## src/rtl/c16alu_pkg.sv

```systemverilog
// Package for the 16-bit ALU with status flags: operation codes, flag
// positions, state encoding and small helper functions. No dependencies.
package c16alu_pkg;

    typedef enum logic [4:0] {
        OP_ADD = 5'd0, OP_ADC = 5'd1, OP_SUB = 5'd2, OP_SBB = 5'd3,
        OP_AND = 5'd4, OP_OR = 5'd5, OP_XOR = 5'd6, OP_INC = 5'd7,
        OP_DEC = 5'd8, OP_NEG = 5'd9, OP_NOT = 5'd10, OP_MULU = 5'd11,
        OP_MULI = 5'd12, OP_DIVU = 5'd13, OP_DIVI = 5'd14, OP_RCL = 5'd15,
        OP_RCR = 5'd16, OP_ROL = 5'd17, OP_ROR = 5'd18, OP_SAL = 5'd19,
        OP_SAR = 5'd20, OP_SHL = 5'd21, OP_SHR = 5'd22
    } t_op;

    typedef enum logic [4:0] {
        S_IDLE = 5'b00001,
        S_EXEC = 5'b00010,
        S_DIV  = 5'b00100,
        S_FIX  = 5'b01000,
        S_OUT  = 5'b10000
    } t_state;

    localparam int FL_CY = 0;
    localparam int FL_P  = 1;
    localparam int FL_AC = 2;
    localparam int FL_Z  = 3;
    localparam int FL_S  = 4;
    localparam int FL_V  = 5;

    function automatic logic even_par(input logic [7:0] v);
        even_par = ~(^v);
    endfunction

endpackage

```

## src/rtl/cpu16_alu_with_status_flags.sv

```systemverilog
// Top level of the 8/16-bit ALU with six stored status flags.
// Uses c16alu_pkg for op codes, flag positions and state encoding.
//
// Rate: one operation at a time. An item is taken while idle and runs its
// operation in the next cycle; the result then sits in the output
// register until transferred. RCL and RCR use one shared rotate step per
// unit of count (up to 31 steps) plus a closing step that writes the flags.
// Divides run a restoring shift-subtract unit, one quotient bit per cycle
// (8 or 16 steps) plus a sign fix-up step; a zero divisor skips the unit.
module cpu16_alu_with_status_flags
    import c16alu_pkg::*;
(
    input  logic        i_clk,
    input  logic        i_rst_n,
    input  logic        i_valid,
    output logic        o_ready,
    input  logic [4:0]  i_op,
    input  logic        i_word_size,
    input  logic [31:0] i_operand_a,
    input  logic [15:0] i_operand_b,
    output logic        o_valid,
    input  logic        i_ready,
    output logic [31:0] o_result,
    output logic        o_divide_error,
    output logic        o_carry_out,
    output logic        o_parity_out,
    output logic        o_aux_carry_out,
    output logic        o_zero_out,
    output logic        o_sign_out,
    output logic        o_overflow_out
);

    t_state      r_state, n_state;
    logic [5:0]  r_flags, n_flags;
    logic [4:0]  r_op;
    logic        r_ws;
    logic [31:0] r_a;
    logic [15:0] r_b;
    logic [31:0] r_res, n_res;
    logic        r_derr, n_derr;
    // shared iteration registers
    logic [4:0]  r_cnt, n_cnt;
    logic [15:0] r_rot, n_rot;   // rotate value / quotient
    logic        r_rcy, n_rcy;   // rotate carry
    logic [16:0] r_rem, n_rem;   // partial remainder
    logic [15:0] r_dvd, n_dvd;   // dividend low bits still to shift in
    logic [15:0] r_dvs, n_dvs;   // divisor magnitude
    logic        r_qneg, n_qneg, r_rneg, n_rneg;

    assign o_ready = (r_state == S_IDLE);
    assign o_valid = (r_state == S_OUT);
    assign o_result = r_res;
    assign o_divide_error = r_derr;
    assign o_carry_out = r_flags[FL_CY];
    assign o_parity_out = r_flags[FL_P];
    assign o_aux_carry_out = r_flags[FL_AC];
    assign o_zero_out = r_flags[FL_Z];
    assign o_sign_out = r_flags[FL_S];
    assign o_overflow_out = r_flags[FL_V];

    // width-dependent values
    logic [15:0] m, sg, x, y;
    logic [4:0]  bits, c5;
    logic [3:0]  c4;
    logic [31:0] dd;
    assign m    = r_ws ? 16'hffff : 16'h00ff;
    assign sg   = r_ws ? 16'h8000 : 16'h0080;
    assign bits = r_ws ? 5'd16 : 5'd8;
    assign x    = r_a[15:0] & m;
    assign y    = r_b & m;
    assign c5   = r_b[4:0];
    assign c4   = r_b[3:0];
    assign dd   = r_ws ? r_a : {16'd0, r_a[15:0]};

    logic xneg, yneg, dneg;
    assign xneg = |(x & sg);
    assign yneg = |(y & sg);
    assign dneg = r_ws ? r_a[31] : r_a[15];

    function automatic logic [5:0] pzs(input logic [5:0] f, input logic [15:0] r,
                                       input logic [15:0] s);
        logic [5:0] g;
        g = f;
        g[FL_P] = even_par(r[7:0]);
        g[FL_Z] = (r == 16'd0);
        g[FL_S] = |(r & s);
        return g;
    endfunction

    // combinational datapath
    logic [16:0] sum;
    logic [4:0]  nib;
    logic [15:0] r16;
    logic [31:0] prod_u;
    logic signed [31:0] prod_s;
    logic signed [15:0] sx, sy;
    logic [31:0] wsh;
    logic [15:0] sar_r;
    logic [3:0]  rot;
    logic [31:0] rdbl;
    logic        ci;
    logic        fits;
    // divide step
    logic [16:0] trial;
    logic [15:0] quo_mag, rem_mag;
    logic [16:0] qv;
    logic [15:0] qs, rs;

    always_comb begin
        n_state = r_state;
        n_flags = r_flags;
        n_res   = r_res;
        n_derr  = r_derr;
        n_cnt   = r_cnt;
        n_rot   = r_rot;
        n_rcy   = r_rcy;
        n_rem   = r_rem;
        n_dvd   = r_dvd;
        n_dvs   = r_dvs;
        n_qneg  = r_qneg;
        n_rneg  = r_rneg;
        ci = 1'b0; sum = '0; nib = '0; r16 = '0; fits = 1'b0;
        prod_u = {16'd0, x} * {16'd0, y};
        sx = r_ws ? $signed(x) : $signed({{8{x[7]}}, x[7:0]});
        sy = r_ws ? $signed(y) : $signed({{8{y[7]}}, y[7:0]});
        prod_s = sx * sy;
        wsh = {16'd0, x} << c5;
        sar_r = '0;
        rot = r_ws ? c4 : {1'b0, c4[2:0]};
        rdbl = '0;
        trial = r_rem - {1'b0, r_dvs};
        quo_mag = '0; rem_mag = '0; qv = '0; qs = '0; rs = '0;

        case (r_state)
            S_IDLE: begin
                if (i_valid) n_state = S_EXEC;
            end
            S_EXEC: begin
                n_derr  = 1'b0;
                n_state = S_OUT;
                case (r_op)
                    OP_ADD, OP_ADC: begin
                        ci  = (r_op == OP_ADC) & r_flags[FL_CY];
                        sum = {1'b0, x} + {1'b0, y} + {16'd0, ci};
                        r16 = sum[15:0] & m;
                        nib = {1'b0, x[3:0]} + {1'b0, y[3:0]} + {4'd0, ci};
                        n_flags[FL_CY] = r_ws ? sum[16] : sum[8];
                        n_flags[FL_AC] = nib[4];
                        n_flags = pzs(n_flags, r16, sg);
                        n_flags[FL_V] = |((r16 ^ x) & (r16 ^ y) & sg);
                        n_res = {16'd0, r16};
                    end
                    OP_SUB, OP_SBB: begin
                        ci  = (r_op == OP_SBB) & r_flags[FL_CY];
                        sum = {1'b0, x} - {1'b0, y} - {16'd0, ci};
                        r16 = sum[15:0] & m;
                        nib = {1'b0, x[3:0]} - {1'b0, y[3:0]} - {4'd0, ci};
                        n_flags[FL_CY] = sum[16];
                        n_flags[FL_AC] = nib[4];
                        n_flags = pzs(n_flags, r16, sg);
                        n_flags[FL_V] = |((x ^ y) & (x ^ r16) & sg);
                        n_res = {16'd0, r16};
                    end
                    OP_AND, OP_OR, OP_XOR: begin
                        r16 = (r_op == OP_AND) ? (x & y) :
                              (r_op == OP_OR) ? (x | y) : (x ^ y);
                        n_flags[FL_CY] = 1'b0;
                        n_flags[FL_AC] = 1'b0;
                        n_flags = pzs(n_flags, r16, sg);
                        n_flags[FL_V] = 1'b0;
                        n_res = {16'd0, r16};
                    end
                    OP_INC: begin
                        r16 = (x + 16'd1) & m;
                        n_flags[FL_AC] = (x[3:0] == 4'hf);
                        n_flags = pzs(n_flags, r16, sg);
                        n_flags[FL_V] = (r16 == sg);
                        n_res = {16'd0, r16};
                    end
                    OP_DEC: begin
                        r16 = (x - 16'd1) & m;
                        n_flags[FL_AC] = (x[3:0] == 4'h0);
                        n_flags = pzs(n_flags, r16, sg);
                        n_flags[FL_V] = (r16 == sg - 16'd1);
                        n_res = {16'd0, r16};
                    end
                    OP_NEG: begin
                        r16 = (16'd0 - x) & m;
                        n_flags[FL_CY] = (x != 16'd0);
                        n_flags[FL_AC] = (x[3:0] != 4'h0);
                        n_flags = pzs(n_flags, r16, sg);
                        n_flags[FL_V] = (x == sg);
                        n_res = {16'd0, r16};
                    end
                    OP_NOT: n_res = {16'd0, ~x & m};
                    OP_MULU: begin
                        fits = r_ws ? (prod_u[31:16] == 16'd0) : (prod_u[15:8] == 8'd0);
                        n_flags[FL_CY] = ~fits;
                        n_flags[FL_V]  = ~fits;
                        n_res = prod_u;
                    end
                    OP_MULI: begin
                        fits = r_ws ? (prod_s[31:15] == {17{prod_s[15]}})
                                    : (prod_s[31:7] == {25{prod_s[7]}});
                        n_flags[FL_CY] = ~fits;
                        n_flags[FL_V]  = ~fits;
                        n_res = r_ws ? prod_s : {16'd0, prod_s[15:0]};
                    end
                    OP_DIVU, OP_DIVI: begin
                        // load magnitudes; the high half is the start remainder
                        n_qneg = (r_op == OP_DIVI) & (dneg ^ yneg);
                        n_rneg = (r_op == OP_DIVI) & dneg;
                        n_dvs  = ((r_op == OP_DIVI) & yneg) ? ((16'd0 - y) & m) : y;
                        if ((r_op == OP_DIVI) & dneg) begin
                            rdbl = (32'd0 - dd) & (r_ws ? 32'hffffffff : 32'h0000ffff);
                        end else begin
                            rdbl = dd;
                        end
                        n_rem = 17'd0;
                        n_dvd = r_ws ? rdbl[15:0] : {rdbl[7:0], 8'd0};
                        // remainder register starts with the top W bits
                        n_rem[15:0] = r_ws ? rdbl[31:16] : {8'd0, rdbl[15:8]};
                        n_rot = '0;
                        n_cnt = bits;
                        if (y == 16'd0) begin
                            n_res = dd; n_derr = 1'b1;
                        end else begin
                            n_state = S_DIV;
                        end
                    end
                    OP_RCL, OP_RCR: begin
                        n_rot = x;
                        n_rcy = r_flags[FL_CY];
                        n_cnt = c5;
                        n_state = S_DIV;
                    end
                    OP_ROL: begin
                        rdbl = r_ws ? ({16'd0, x} << rot) : ({24'd0, x[7:0]} << rot);
                        r16 = r_ws ? (rdbl[15:0] | rdbl[31:16]) : {8'd0, rdbl[7:0] | rdbl[15:8]};
                        n_flags[FL_CY] = (c4 != 4'd0) & r16[0];
                        n_flags[FL_V]  = |((x ^ r16) & sg);
                        n_res = {16'd0, r16};
                    end
                    OP_ROR: begin
                        rdbl = r_ws ? ({x, 16'd0} >> rot) : ({16'd0, x[7:0], 8'd0} >> rot);
                        r16 = r_ws ? (rdbl[15:0] | rdbl[31:16]) : {8'd0, rdbl[7:0] | rdbl[15:8]};
                        if (c4 == 4'd0) begin
                            n_res = {16'd0, x};
                        end else begin
                            n_flags[FL_CY] = |(r16 & sg);
                            n_flags[FL_V]  = |((x ^ r16) & sg);
                            n_res = {16'd0, r16};
                        end
                    end
                    OP_SAL, OP_SHL: begin
                        r16 = wsh[15:0] & m;
                        n_flags[FL_CY] = r_ws ? wsh[16] : wsh[8];
                        n_flags = pzs(n_flags, r16, sg);
                        n_flags[FL_V] = (r_op == OP_SHL) & (|((x ^ r16) & sg));
                        n_res = {16'd0, r16};
                    end
                    OP_SAR: begin
                        rdbl  = {{16{xneg}}, (r_ws ? x : {{8{xneg}}, x[7:0]})};
                        rdbl  = $signed(rdbl) >>> c5;
                        sar_r = rdbl[15:0] & m;
                        if (c5 == 5'd0) begin
                            n_res = {16'd0, x};
                        end else if (c5[4]) begin
                            n_flags[FL_CY] = xneg;
                            n_res = {16'd0, xneg ? m : 16'd0};
                        end else begin
                            if (c5 >= bits) n_flags[FL_CY] = xneg;
                            else n_flags[FL_CY] = x[c5[3:0] - 4'd1];
                            n_flags = pzs(n_flags, sar_r, sg);
                            n_flags[FL_V] = 1'b0;
                            n_res = {16'd0, sar_r};
                        end
                    end
                    OP_SHR: begin
                        r16 = x >> c5;
                        if (c5 == 5'd0) begin
                            n_res = {16'd0, x};
                        end else begin
                            n_flags[FL_CY] = (c5 > 5'd16) ? 1'b0 : x[c5[3:0] - 4'd1];
                            n_flags = pzs(n_flags, r16, sg);
                            n_flags[FL_V] = |((x ^ r16) & sg);
                            n_res = {16'd0, r16};
                        end
                    end
                    default: n_res = '0;
                endcase
            end
            S_DIV: begin
                if (r_op == OP_RCL || r_op == OP_RCR) begin
                    if (r_cnt == 5'd0) begin
                        n_flags[FL_CY] = r_rcy;
                        n_flags[FL_V]  = |((x ^ r_rot) & sg);
                        n_res = {16'd0, r_rot};
                        n_state = S_OUT;
                    end else begin
                        // one rotate-through-carry step
                        if (r_op == OP_RCL) begin
                            n_rcy = |(r_rot & sg);
                            n_rot = {r_rot[14:0], r_rcy} & m;
                        end else begin
                            n_rcy = r_rot[0];
                            n_rot = (r_rcy ? sg : 16'd0) | (r_rot >> 1);
                        end
                        n_cnt = r_cnt - 5'd1;
                    end
                end else begin
                    // one restoring quotient step
                    trial = {r_rem[15:0], r_dvd[15]} - {1'b0, r_dvs};
                    n_dvd = {r_dvd[14:0], 1'b0};
                    if (!trial[16] || r_rem[16] || r_rem[15]) begin
                        n_rem = trial;
                        n_rem[16] = 1'b0;
                        n_rot = {r_rot[14:0], 1'b1};
                        // quotient bit beyond W bits means overflow
                        if (r_cnt == bits && (r_rem[15:0] >= r_dvs)) n_derr = 1'b1;
                    end else begin
                        n_rem = {r_rem[15:0], r_dvd[15]};
                        n_rot = {r_rot[14:0], 1'b0};
                    end
                    if (r_cnt == bits) begin
                        n_derr = ((r_rem[15:0] & m) >= r_dvs);
                    end
                    n_cnt = r_cnt - 5'd1;
                    if (r_cnt == 5'd1) n_state = S_FIX;
                end
            end
            S_FIX: begin
                quo_mag = r_rot & m;
                rem_mag = r_rem[15:0] & m;
                qs = r_qneg ? ((16'd0 - quo_mag) & m) : quo_mag;
                rs = r_rneg ? ((16'd0 - rem_mag) & m) : rem_mag;
                // range check: magnitude limit depends on sign for signed divide
                if (r_op == OP_DIVI) begin
                    qv = {1'b0, quo_mag};
                    if (r_qneg) fits = (qv <= {1'b0, sg});
                    else fits = (qv < {1'b0, sg});
                end else begin
                    fits = 1'b1;
                end
                if (r_derr || !fits) begin
                    n_res = dd; n_derr = 1'b1;
                end else begin
                    n_res = r_ws ? {rs, qs} : {16'd0, rs[7:0], qs[7:0]};
                    n_derr = 1'b0;
                end
                n_state = S_OUT;
            end
            S_OUT: begin
                if (i_ready) n_state = S_IDLE;
            end
            default: n_state = S_IDLE;
        endcase
    end

    always_ff @(posedge i_clk) begin
        if (!i_rst_n) begin
            r_state <= S_IDLE;
            r_flags <= '0;
        end else begin
            r_state <= n_state;
            r_flags <= n_flags;
        end
    end

    // payload: capture on transfer, advance otherwise
    always_ff @(posedge i_clk) begin
        if (r_state == S_IDLE && i_valid) begin
            r_op <= i_op;
            r_ws <= i_word_size;
            r_a  <= i_operand_a;
            r_b  <= i_operand_b;
        end
        r_res  <= n_res;
        r_derr <= n_derr;
        r_cnt  <= n_cnt;
        r_rot  <= n_rot;
        r_rcy  <= n_rcy;
        r_rem  <= n_rem;
        r_dvd  <= n_dvd;
        r_dvs  <= n_dvs;
        r_qneg <= n_qneg;
        r_rneg <= n_rneg;
    end

endmodule
```

## config.mk

```make
export PLATFORM = sky130hd
export DESIGN_NAME = cpu16_alu_with_status_flags
export DESIGN_NICKNAME = d
export VERILOG_FILES = /design/src/rtl/c16alu_pkg.sv /design/src/rtl/cpu16_alu_with_status_flags.sv
export SDC_FILE = /design/constraint.sdc
export NUM_CORES = 2
export LEC_CHECK = 0
export BUFFER_PORTS_ARGS = -buffer_cell sky130_fd_sc_hd__clkbuf_2
export CORE_ASPECT_RATIO = 0.8
export CORE_UTILIZATION = 40
export CTS_CLUSTER_SIZE = 8
export DETAILED_ROUTE_END_ITERATION = 12
export GPL_TIMING_DRIVEN = 1
export HOLD_SLACK_MARGIN = 0.12
export SLEW_MARGIN = 20
export SYNTH_ARGS = -nofsm -noshare
export SYNTH_HDL_FRONTEND = slang
export SYNTH_SLANG_ARGS = --single-unit
```

## constraint.sdc

```tcl
create_clock -name i_clk -period 9.7 [get_ports i_clk]
set_input_delay 0 -clock i_clk [delete_from_list [all_inputs] [get_ports i_clk]]
set_output_delay 0 -clock i_clk [all_outputs]
set_load 0.01 [all_outputs]
```

==> results.tsv <==
metric	value	unit
wl_per_cell	31.41	um
grt_max_degree	74	
slew_headroom	25.72	%
ys_warn_count	0	
syn_nets	5530	
initial_utilization	40.59	%
vias	38030	
dpl.hpwl	147.8	mm
hp-class	in2reg	
setup_violations	0	
drc	0	
period_needed	8.999	ns
track_usage	39.26	%
cts_root_buf	clkbuf_16	
clkTransAtPathRegs	0.11	ns
fin_nets	5588	
antenna_found_initial	15	
syn_to_final_growth	9.183	%
drive_above_1_share	7.966	%
slew_violations	0	
die_h	277.6	um
setup_tns	0	ns
clk_path_buf_depth	2	
crit_arrival	9.41	ns
cp-end-kind	register	
fin_skew	0.04526	ns
io_buffers	98	
cts_sinks	171	
coreArea	93590	um^2
row_count	100	
synth-main-ff-cell	edfxtp_1	
synth-async-reset-ratio	0	%
finalHoldViolCount	0	
wl	188.9	mm
ant_nets	0	
insertion_delay	0.56	ns
grt_pass1_wl	271.1	mm
path_class	reg2reg	
die_w	346.5	um
rsz0062_at_grt	no	
dieArea	96210	um^2
vias_per_cell	6.323	
grt_pass1_vias	36390	
required	10.12	ns
cts_made_buffers	17	
gp_congestion	1.092	
overflow	0	
synthDistinctLibCells	90	
cts-resized-gates	0	
fmax	111.1	MHz
startpoint_type	register	
fin_crit_sh	92.77	%
netlist_area	37990	um^2
path_max_fanout	50	
synth.ff_latch_count	171	
tightest_slew	1.114	ns
cts_max_level	4	
initialDrtViolationCount	5639	
seq_area_frac_synth	13.23	%
postSynthAreaPerCell	8.062	um^2
cts_tree	built	
ios	99	
netlist_instances	4712	
drv_cap	0	
synth_edf_count	160	
firstDrtPassIters	6	
status	complete, no violations	
-- registers in the layout (all words and copies together) (netlist names) --
| name | count |
|---|---|
| o_result | 32 |
| r_a | 32 |
| r_rem | 17 |
| r_b | 16 |
| r_dvd | 16 |
| r_dvs | 16 |
| r_rot | 16 |
| r_flags | 6 |
| r_cnt | 5 |
| r_op | 5 |
| r_state | 5 |
| o_divide_error | 1 |
| r_qneg | 1 |
| r_rcy | 1 |
| r_rneg | 1 |
| r_ws | 1 |
-- per-stage QoR --
stage	cell area [um^2]	hold WS (ns)	std cells	utilization (%)	setup slack (ns)
6_report	41480	0.1684	6014	44.32	0.7009
5_1_grt	41460	0.1724	6007	44.30	0.4152
4_1_cts	41450	0.1262	6007	44.29	0.8863
3_5_place_dp	40220	0.1786	5915	42.97	0.8892
3_3_place_gp	40220	0.1765	5915	42.97	0.9294
2_1_floorplan	37990	0.09887	4712	-	1.257
-- path summary, 6_finish.rpt --
path	startpoint	end	slack [ns]	cells after the start
worst max-delay path	r_ws	r_flags[0]	0.70	25
worst min-delay path	i_operand_b[8]	r_b[8]	0.17	2
worst max register to register	r_ws	r_flags[0]	0.70	25
worst min register to register	r_dvd[5]	r_dvd[6]	0.53	2
-- Yosys cell counts, types with 28 or more instances --
library cell	instances	share of area [%]
edfxtp_1	160	13
buf_1	46	0.45
nor3_1	75	0.99
nand4_1	34	0.56
xor2_1	84	1.9
a21oi_1	261	3.4
nand2_1	575	5.7
inv_1	621	6.1
o31ai_1	30	0.59
and2_1	39	0.64
mux2_2	28	0.83
ha_1	314	10
o21ai_0	224	3.0
nor2_1	458	4.5
fa_1	446	24
mux2i_1	57	1.5
xnor2_1	141	3.3
a31oi_1	37	0.61
a211oi_1	59	1.2
clkbuf_1	214	2.1
and3_1	43	0.71
o211ai_1	43	0.85
o21a_1	49	0.97
a21o_1	40	0.79
o22ai_1	51	0.84
nand3_1	103	1.4
-- kinds of logic after synthesis --
group	Yosys count	synth area share (%)
muxes	102	3.281
other	1	0.009872
DFF	171	13.23
AOI/OAI and AO/OA	1042	17.83
buffers and inverters	925	9.252
and+or+nand+nor	1485	17.31
xor gates and xnor gates	226	5.247
adders and majority gates	760	33.85
-- routing by layer --
metal  up-vias  wire (um)  GRT usage (%)
met5         -        123              0
met4        16       9787          17.17
met3       465      26410          13.12
met2      2693      73820          53.70
met1     18760      78740          55.56
li1      16100          -              -
-- layout by cell type, fill, tap and decap left out, types with 28 or more instances in the layout --
cell,count
fa_1,446
o211ai_1,43
buf_4,158
o21ai_0,223
ha_1,314
a21o_1,39
o21a_1,49
xnor2_1,141
nand2_1,575
nor2_1,458
nor3_1,73
o22ai_1,50
dlygate4sd3_1,60
xor2_1,84
and3_1,42
edfxtp_1,160
clkbuf_2,98
and2_1,37
a211oi_1,59
nand4_1,34
a31oi_1,37
mux2i_1,57
inv_1,621
mux2_2,28
o31ai_1,30
a21oi_1,261
nand3_1,102
-- layout make-up --
class,instances,area (um^2)
Inverter,645,2421
Antenna cell,7,17.52
Fill cell,9480,52110
Clock buffer,17,425.4
Multi-Input combinational cell,3616,29510
Timing Repair Buffer,319,2337
Tap cell,1224,1531
Sequential cell,171,5025
Clock inverter,15,207.7
-- repair_timing --
| item | CTS | global route |
|---|---|---|
| endpoints found under the setup margin | 0 | 0 |
| setup buffers | 0 | 0 |
| endpoints found under the hold margin | 65 | 0 |
| hold buffers | 60 | 0 |
-- critical path, stage by stage, from the launching register on --
cell       delay, ns
edfxtp_1        0.44
buf_12          0.29
and2_1          0.88
inv_2           0.06
buf_4           0.30
nor2_1          0.16
fa_1            0.48
fa_1            0.48
fa_1            0.56
inv_1           0.07
fa_1            0.53
inv_1           0.05
fa_1            0.50
fa_1            0.42
ha_1            0.37
a21oi_1         0.23
nand2_1         0.23
a22oi_1         0.52
a21oi_1         0.19
or3_1           0.37
a22o_1          0.24
nor4bb_1        0.41
nand4_1         0.18
o41a_1          0.38
a2111oi_0       0.38
a21oi_1         0.12
Power is not shown: default switching activity piles up to over one toggle a cycle in this logic, so the estimate is an artifact.
